--- src/hw/rtl/kvts_pkg.sv ---
// shared types and constants of the key-value table store
// no dependencies

package kvts_pkg;

  localparam int unsigned DefaultCapacity = 64;
  localparam int unsigned KeyW = 32;
  localparam int unsigned ValW = 32;

  typedef struct packed {
    logic start;
    logic scan;
    logic update;
    logic load;
  } cmd_t;

  typedef struct packed {
    logic hit;
    logic done;
  } status_t;

endpackage

--- src/hw/rtl/kvts_ctrl.sv ---
// controller state machine of the key-value table store
// depends on kvts_pkg

module kvts_ctrl (
  input  logic             clk_i,
  input  logic             rst_ni,
  input  logic             in_valid_i,
  output logic             in_stall_o,
  output logic             out_valid_o,
  input  logic             out_stall_i,
  input  kvts_pkg::status_t status_i,
  output kvts_pkg::cmd_t    cmd_o
);
  import kvts_pkg::*;

  typedef enum logic [1:0] {
    StIdle,
    StScan,
    StUpdate,
    StReport
  } state_e;

  state_e state_q, state_d;
  logic   out_vld_q, out_vld_d;
  logic   can_load;

  assign can_load = !out_vld_q || !out_stall_i;

  always_comb begin
    state_d   = state_q;
    out_vld_d = out_vld_q;
    cmd_o     = '0;
    if (out_vld_q && !out_stall_i) begin
      out_vld_d = 1'b0;
    end
    case (state_q)
      StIdle: begin
        if (in_valid_i) begin
          cmd_o.start = 1'b1;
          state_d     = StScan;
        end
      end
      StScan: begin
        cmd_o.scan = 1'b1;
        if (status_i.hit || status_i.done) begin
          state_d = StUpdate;
        end
      end
      StUpdate: begin
        cmd_o.update = 1'b1;
        state_d      = StReport;
      end
      StReport: begin
        if (can_load) begin
          cmd_o.load = 1'b1;
          out_vld_d  = 1'b1;
          state_d    = StIdle;
        end
      end
      default: begin
        state_d = StIdle;
      end
    endcase
  end

  always_ff @(posedge clk_i or negedge rst_ni) begin
    if (!rst_ni) begin
      state_q   <= StIdle;
      out_vld_q <= 1'b0;
    end else begin
      state_q   <= state_d;
      out_vld_q <= out_vld_d;
    end
  end

  assign in_stall_o  = (state_q != StIdle);
  assign out_valid_o = out_vld_q;

endmodule

--- src/hw/rtl/kvts_dpath.sv ---
// datapath of the key-value table store: key and value memories,
// fill count, scan counter, compare and result registers; depends on kvts_pkg

module kvts_dpath #(
  parameter int unsigned CAPACITY = kvts_pkg::DefaultCapacity
) (
  input  logic                             clk_i,
  input  logic                             rst_ni,
  input  kvts_pkg::cmd_t                   cmd_i,
  output kvts_pkg::status_t                status_o,
  input  logic                             mode_i,
  input  logic signed [kvts_pkg::KeyW-1:0] key_i,
  input  logic signed [kvts_pkg::ValW-1:0] value_i,
  output logic                             found_o,
  output logic signed [kvts_pkg::ValW-1:0] read_value_o,
  output logic                             table_full_o
);
  import kvts_pkg::*;

  localparam int unsigned IdxW = (CAPACITY > 1) ? $clog2(CAPACITY) : 1;
  localparam int unsigned CntW = $clog2(CAPACITY + 1);
  localparam logic [CntW-1:0] CapCnt = CntW'(CAPACITY);

  logic [KeyW-1:0] key_mem [CAPACITY];
  logic [ValW-1:0] val_mem [CAPACITY];

  logic            mode_q;
  logic [KeyW-1:0] key_q;
  logic [ValW-1:0] val_q;
  logic [CntW-1:0] idx_q;
  logic [CntW-1:0] fill_q;
  logic            rd_vld_q;
  logic [IdxW-1:0] rd_idx_q;
  logic [KeyW-1:0] key_rd_q;
  logic [ValW-1:0] val_rd_q;
  logic            found_q;
  logic [IdxW-1:0] slot_q;
  logic            full_q;
  logic            res_found_q;
  logic [ValW-1:0] res_val_q;
  logic            res_full_q;

  logic            hit;
  logic            more;
  logic            issue;
  logic            is_full;
  logic            append;
  logic            val_we;
  logic [IdxW-1:0] waddr;

  assign hit     = cmd_i.scan && rd_vld_q && (key_rd_q == key_q);
  assign more    = (idx_q < fill_q);
  assign issue   = cmd_i.scan && !hit && more;
  assign is_full = (fill_q == CapCnt);
  assign append  = cmd_i.update && mode_q && !found_q && !is_full;
  assign val_we  = cmd_i.update && mode_q && (found_q || !is_full);
  assign waddr   = found_q ? slot_q : fill_q[IdxW-1:0];

  assign status_o.hit  = hit;
  assign status_o.done = !rd_vld_q && !more;

  always_ff @(posedge clk_i) begin
    if (cmd_i.start) begin
      mode_q <= mode_i;
      key_q  <= key_i;
      val_q  <= value_i;
    end
  end

  always_ff @(posedge clk_i or negedge rst_ni) begin
    if (!rst_ni) begin
      idx_q    <= '0;
      fill_q   <= '0;
      rd_vld_q <= 1'b0;
      found_q  <= 1'b0;
    end else begin
      if (cmd_i.start) begin
        idx_q    <= '0;
        rd_vld_q <= 1'b0;
        found_q  <= 1'b0;
      end else if (cmd_i.scan) begin
        rd_vld_q <= issue;
        if (issue) begin
          idx_q <= idx_q + 1'b1;
        end
        if (hit) begin
          found_q <= 1'b1;
        end
      end
      if (append) begin
        fill_q <= fill_q + 1'b1;
      end
    end
  end

  always_ff @(posedge clk_i) begin
    if (issue) begin
      rd_idx_q <= idx_q[IdxW-1:0];
    end
    if (hit) begin
      slot_q <= rd_idx_q;
    end
    if (cmd_i.update) begin
      full_q <= mode_q && !found_q && is_full;
    end
  end

  // key memory
  always_ff @(posedge clk_i) begin
    if (issue) begin
      key_rd_q <= key_mem[idx_q[IdxW-1:0]];
    end
    if (append) begin
      key_mem[fill_q[IdxW-1:0]] <= key_q;
    end
  end

  // value memory
  always_ff @(posedge clk_i) begin
    if (issue) begin
      val_rd_q <= val_mem[idx_q[IdxW-1:0]];
    end
    if (val_we) begin
      val_mem[waddr] <= val_q;
    end
  end

  always_ff @(posedge clk_i) begin
    if (cmd_i.load) begin
      res_found_q <= found_q;
      res_val_q   <= (!mode_q && found_q) ? val_rd_q : '0;
      res_full_q  <= full_q;
    end
  end

  assign found_o      = res_found_q;
  assign read_value_o = res_val_q;
  assign table_full_o = res_full_q;

endmodule

--- src/hw/rtl/key_value_table_store.sv ---
// top level of the key-value table store: controller plus datapath
// depends on kvts_pkg, kvts_ctrl and kvts_dpath
//
// usage:
//   input channel (in_valid_i / in_stall_o) carries one request: mode_i
//   selects lookup (0) or add (1), with key_i and value_i
//   output channel (out_valid_o / out_stall_i) returns one result per
//   request: found_o, read_value_o (lookup hit only) and table_full_o
//   a request scans the stored keys in insertion order, one per cycle
//   through the registered read port of the key memory, stopping at the
//   first match; at most the fill count of entries (up to CAPACITY) is
//   scanned, then the controller steps through an update state and a
//   report state, which moves the result into the output register
//   one request is worked on at a time; the next is taken the cycle after
//   the result moves into the output register, even while the receiver
//   stalls it
//   a stalled result holds; a new result waits in the controller until
//   the output register frees up
//   reset empties the table at once (fill count zero); memory contents
//   are left as they are and never read before written

module key_value_table_store #(
  parameter int unsigned CAPACITY = kvts_pkg::DefaultCapacity
) (
  input  logic                             clk_i,
  input  logic                             rst_ni,
  input  logic                             in_valid_i,
  output logic                             in_stall_o,
  input  logic                             mode_i,
  input  logic signed [kvts_pkg::KeyW-1:0] key_i,
  input  logic signed [kvts_pkg::ValW-1:0] value_i,
  output logic                             out_valid_o,
  input  logic                             out_stall_i,
  output logic                             found_o,
  output logic signed [kvts_pkg::ValW-1:0] read_value_o,
  output logic                             table_full_o
);
  import kvts_pkg::*;

  cmd_t    cmd;
  status_t status;

  kvts_ctrl u_ctrl (
    .clk_i       (clk_i),
    .rst_ni      (rst_ni),
    .in_valid_i  (in_valid_i),
    .in_stall_o  (in_stall_o),
    .out_valid_o (out_valid_o),
    .out_stall_i (out_stall_i),
    .status_i    (status),
    .cmd_o       (cmd)
  );

  kvts_dpath #(
    .CAPACITY (CAPACITY)
  ) u_dpath (
    .clk_i        (clk_i),
    .rst_ni       (rst_ni),
    .cmd_i        (cmd),
    .status_o     (status),
    .mode_i       (mode_i),
    .key_i        (key_i),
    .value_i      (value_i),
    .found_o      (found_o),
    .read_value_o (read_value_o),
    .table_full_o (table_full_o)
  );

endmodule
--- config.mk ---
export PLATFORM = sky130hd
export DESIGN_NAME = key_value_table_store
export DESIGN_NICKNAME = d
export VERILOG_FILES = /design/src/hw/rtl/kvts_pkg.sv /design/src/hw/rtl/kvts_ctrl.sv /design/src/hw/rtl/kvts_dpath.sv /design/src/hw/rtl/key_value_table_store.sv
export SDC_FILE = /design/constraint.sdc
export NUM_CORES = 2
export LEC_CHECK = 0
export BUFFER_PORTS_ARGS = -buffer_cell sky130_fd_sc_hd__buf_2
export CORE_MARGIN = 2
export CORE_UTILIZATION = 48
export DETAILED_ROUTE_END_ITERATION = 7
export PLACE_DENSITY = 0.72
export REMOVE_ABC_BUFFERS = 1
export SYNTH_ARGS = -nofsm -noshare
export SYNTH_HDL_FRONTEND = slang
export SYNTH_SLANG_ARGS = --single-unit
--- constraint.sdc ---
create_clock -name clk_i -period 14.3 [get_ports clk_i]
set_clock_uncertainty 0.2 [all_clocks]
set_input_delay 1.43 -clock clk_i [delete_from_list [all_inputs] [get_ports clk_i]]
set_output_delay 1.43 -clock clk_i [all_outputs]
set_load 0.005 [all_outputs]
# Word level (Yosys, flattened, before mapping)
# Memories as Yosys holds them, arrays and structs flattened. A register that Yosys moved wholly into a read port is not among the register bits.
# Index checks and enable logic that the tools add are counted.
# word_totals
ff_bits	131
ram_bits	4096
out_inout_bits	36
wordCells	86
memories	2
# op_classes
add_sub_neg	2
n_lt_le_gt_ge	1
eq_ne	8
mux	26
n_reduce_logical	32
# mem_list
memory	depth	width	read_ports	rd_ports_with_merged_regs	wr	line	text
u_dpath.key_mem	64	32	1	1	1	kvts_dpath.sv:24	logic [KeyW-1:0] key_mem [CAPACITY];
u_dpath.val_mem	64	32	1	1	1	kvts_dpath.sv:25	logic [ValW-1:0] val_mem [CAPACITY];
# op_table
op	n
32-bit == test	1
7-bit 2-to-1 mux	3
1-bit 2-to-1 mux	18
7-bit by 1-bit adder with 7-bit output (second input constant)	2
1-bit logical AND	13
1-bit zero test	8
2-bit case mux with 4 select lines	1
2-bit nonzero test	4
7-bit == test (second input constant)	1
7-bit less-than comparator	1
2-bit 2-to-1 mux	3
6-bit 2-to-1 mux	1
2-bit == test (second input constant)	2
2-bit by 1-bit != test with 1-bit output (second input constant)	2
2-bit AND reduction	2
1-bit logical OR	3
3-bit AND reduction	1
2-bit by 1-bit == test with 1-bit output (second input constant)	1
2-bit zero test	1
2-bit != test (second input constant)	1

# Logic depth before layout (Yosys ltp)
# logic_depth
word_depth	10
ltp_mapped	12
mapped_depth_nobuf	8

# Cells and area by module
# A second synthesis with hierarchy kept.
# unflattened
cells_unflattened	6475
hier_area_um2	162420.8
# by_module_without_submodules
mod	n_inst	cells_each	area_per_inst_um2	seq_area_each_um2
kvts_dpath	1	6455	162171.8	128683.4
kvts_ctrl	1	20	249.0	75.1

# Worst setup path after synthesis
# Ideal clock, no wire load.
# synth_timing
path_type	register -> register
from	register u_dpath.fill_q[5]
to	register u_dpath.key_rd_q[0], read port of u_dpath.key_mem, enable pin
setup_ns	0.500
t_arrival_ns	4.642
required_time_ns	13.600
setup_slack_ns	8.958
path_stages_with_launch	9
path_buffers	2
path_cell_list	dfrtp_1 -> clkbuf_1 -> inv_1 -> ha_1 -> a21oi_1 -> o221ai_1 -> or2_0 -> clkbuf_1 -> nor2_1
# synth_via
elab_chain_len	2
# synth_rtl
item	line	text
from (decl)	kvts_dpath.sv:31	logic [CntW-1:0] fill_q;
from (signal assigned)	kvts_dpath.sv:91	fill_q <= fill_q + 1'b1;
7-bit less-than comparator	kvts_dpath.sv:52	assign more = (idx_q < fill_q);
1-bit logical AND	kvts_dpath.sv:53	assign issue = cmd_i.scan && !hit && more;
net u_dpath.issue	kvts_dpath.sv:45	logic issue;
to (decl)	kvts_dpath.sv:34	logic [KeyW-1:0] key_rd_q;
# The timed path passes the listed nets, and every way through them passes these cells.
# A chain may end at the register's enable or synchronous reset.

# Worst setup path in the final report
# layout_timing
from	register u_dpath.idx_q[0]
to	register u_dpath.key_rd_q[29], read port of u_dpath.key_mem, data pin
# layout_via
elab_chain_len	2
# layout_rtl
item	line	text
from (decl)	kvts_dpath.sv:30	logic [CntW-1:0] idx_q;
from (signal assigned)	kvts_dpath.sv:84	idx_q <= idx_q + 1'b1;
7-bit less-than comparator	kvts_dpath.sv:52	
1-bit logical AND	kvts_dpath.sv:53	
# Parallel ways exist; a longest one is shown, timed or not.

==> run_results.csv <==
group,metric,value,unit
yosys,synth_top_area_cell,"edfxtp_1",
yosys,yosysMostFrequentCell,"edfxtp_1",
sta,tightest_slew,1.38,ns
floorplan,die_w,588,um
sta,whs,0.220,ns
placed_design,placedCellCount,11400,
critical_path,endpoint_kind,"register",
critical_path,crit_type,"register to register",
grt,antenna_found_initial,11,
sta,rsz0062_at_grt,"false",
finish,fin_util,54.2,%
power,vdd_drop_max,0.165,mV
grt,overflow,0,
placed_design,post-place-ws,8.15,ns
hold_path,hp-class,"register to register",
sta,hold_violations,0,
drt,totalWireLength,419000,um
drt,drt-pass1-iter-count,8,
sta,max_slew_margin,7.29,%
power,swShare,26.5,%
hold_path,min_from,"u_dpath.rd_idx_q[4]",
finish,final_area,184000,um^2
placed_design,dp_hpwl,215000,um
cts,cts_tree,"done",
floorplan,rows,214,
run,cap_viol_max_count,0,
critical_path,crit_required,14.71,ns
cts,clock-sinks,4291,
yosys,netlist_area,163000,um^2
floorplan,pin_count,105,
critical_path,startpoint,"u_dpath.idx_q[0]",
cts,cts_made_buffers,407,
floorplan,core_area,339000,um^2
grt,grt_max_degree,146,
cts,root_buffer,"clkbuf_16",
yosys,synth-edff-count,4272,
placed_design,gp_congestion,0.803,
critical_path,critPathMaxFanout,50,
power,seq_power_share,46.2,%
finish,n_fill_cell,24500,
drt,drt_first_iter_violations,11500,
yosys,avgSynthCellArea,23.8,um^2
power,power_frac_clock,33.3,%
yosys,yosys_warnings,0,
yosys,synth.area.top_cells,"edfxtp_1 78%, mux4_2 16%, mux2i_1 0.73%, a211oi_1 0.42%, nor2_1 0.40%",
run_status,violations,"design-rule violations",
cts,clk_latency,0.93,ns
sta,final_max_slew_viol_count,0,
drt,drt-vias-per-instance,6.40,
yosys,async_reset_ff_share,0.443,%
floorplan,start_util,48.2,%
cts,cts-resized-gates,0,
yosys,synth_commonest_cells,"4,272 x edfxtp_1, 1,153 x mux4_2, 176 x nor2_1",
drt,avgRoutedWirePerCell,34.5,um
drt,drtAntennaViolNets,0,
floorplan,dieArea,345000,um^2
cts,clk_pin_slew,0.07,ns
grt,grt_pass1_vias,78700,
sta,tns,0,ns
finish,drive_above_1_share,29.9,%
critical_path,worstPathArrival,6.57,ns
yosys,yosysSeqAreaShare,78.8,%
yosys,ys.flop_type,"edfxtp_1",
sta,fin_crit_sh,43.0,%
yosys,synth_top_cell_area_share,78.5,%
critical_path,r2r-start,"u_dpath.idx_q[0]",
yosys,synth_seq_cells,4291,
finish,nets,7376,
run_status,status,"complete, but fails checks",
placed_design,place_area,171000,um^2
power,comb_power_share,20.5,%
cts,cts_setup_buffers,0,
floorplan,dieHeight,588,um
drt,drc_errors,1,
grt,grt_use_total,24.0,%
cts,htreeDepth,5,
sta,finalSetupViolCount,0,
sta,max_freq,0.162,GHz
power,power,32.0,mW
placed_design,portBuffers,104,
drt,vias,77900,
power,power_density,174,nW/um^2
cts,cts.path.max_buffers,4,
critical_path,worstSetupStartpointType,"register",
power,intPower,23.5,mW
yosys,synth_cell_types,56,
finish,area_growth,12.6,%
yosys,syn_inst,6872,
cts,holdBufCountCts,0,
sta,period_needed,6.15,ns
sta,fin_ws,8.15,ns
grt,grt_pass1_wl,590000,um
finish,final_cells,12200,
power,switching_power,8.48,mW
power,leakagePower,56.0,nW
==> sequential cells by signal, indices dropped and copies added (netlist names), 2 cells and up <==
register              flops
u_ctrl.state_q            2
u_dpath.fill_q            7
u_dpath.idx_q             7
u_dpath.key_mem        2048
u_dpath.key_q            32
u_dpath.key_rd_q         32
u_dpath.rd_idx_q          6
u_dpath.read_value_o     32
u_dpath.slot_q            6
u_dpath.val_mem        2048
u_dpath.val_q            32
u_dpath.val_rd_q         32
==> critical path, cell delays in order, from the launching register on <==
cell	delay (ns)
dfrtp_4	0.83
buf_4	0.77
buf_4	0.85
buf_4	0.88
mux4_2	0.59
nor2b_1	0.14
a211oi_1	0.29
a21oi_1	0.11
o22ai_1	0.81
nor2_1	0.15
==> final cells by class <==
cell class | count | area, um^2 | area share, %
clock inverter | 238 | 2250 | 1.22
timing repair buffer | 376 | 2680 | 1.45
clock buffer | 496 | 10800 | 5.85
inverter | 17 | 81.3 | 0.0442
sequential | 4291 | 129000 | 70.0
tap | 4536 | 5680 | 3.08
antenna | 11 | 27.5 | 0.0150
multi-input combinational | 2200 | 33800 | 18.3
==> per-layer routing <==
metal	track usage, %	vias to the layer above	routed length, um
met2	39.2	5205	207000
li1	-	30300	-
met1	31.8	41500	148000
met4	11.3	4	21600
met3	4.10	848	42700
met5	0	-	22
==> cell usage in the layout, fill, tap and decap left out, drive strengths merged, types with 76 or more instances in the layout <==
| master | count |
|---|---|
| clkinv | 171 |
| nand2 | 89 |
| a211oi | 92 |
| mux4 | 1153 |
| edfxtp | 4272 |
| clkbuf | 496 |
| nor2 | 176 |
| a21oi | 91 |
| mux2i | 120 |
| buf | 376 |
| nor2b | 76 |
==> cell families after synthesis <==
logic type	count (synthesis)	share of synthesized area (%)
fa+ha+maj	14	0.107
simple gates	456	1.32
flops	4291	78.8
compound gates	392	1.59
buf+inv	381	1.18
mux	1301	16.8
xor+xnor	37	0.198
==> final timing paths <==
| check | endpoint | slack (ns) | depth (start not counted) |
|---|---|---|---|
| hold reg to reg | u_dpath.slot_q[4] | 0.22 | 0 |
| hold / removal | u_dpath.slot_q[4] | 0.22 | 0 |
| max in group asynchronous | u_dpath.idx_q[5] | 13.08 | 1 |
| setup / recovery | u_dpath.key_rd_q[29] | 8.15 | 9 |
| min in group asynchronous | u_ctrl.out_valid_o | 0.32 | 1 |
| setup reg to reg | u_dpath.key_rd_q[29] | 8.15 | 9 |
==> power groups by stage <==
stage	Sequential [mW]	Combinational (mW)	Clock [mW]
after floorplan	15.8	7.40	0
after global placement	15.0	6.43	0
after detailed placement	15.1	6.55	0
after CTS	14.8	6.59	10.7
after global routing	14.8	6.90	11.2
final	14.8	6.56	10.6
No activity file was read; power rests on OpenSTA's default activity.
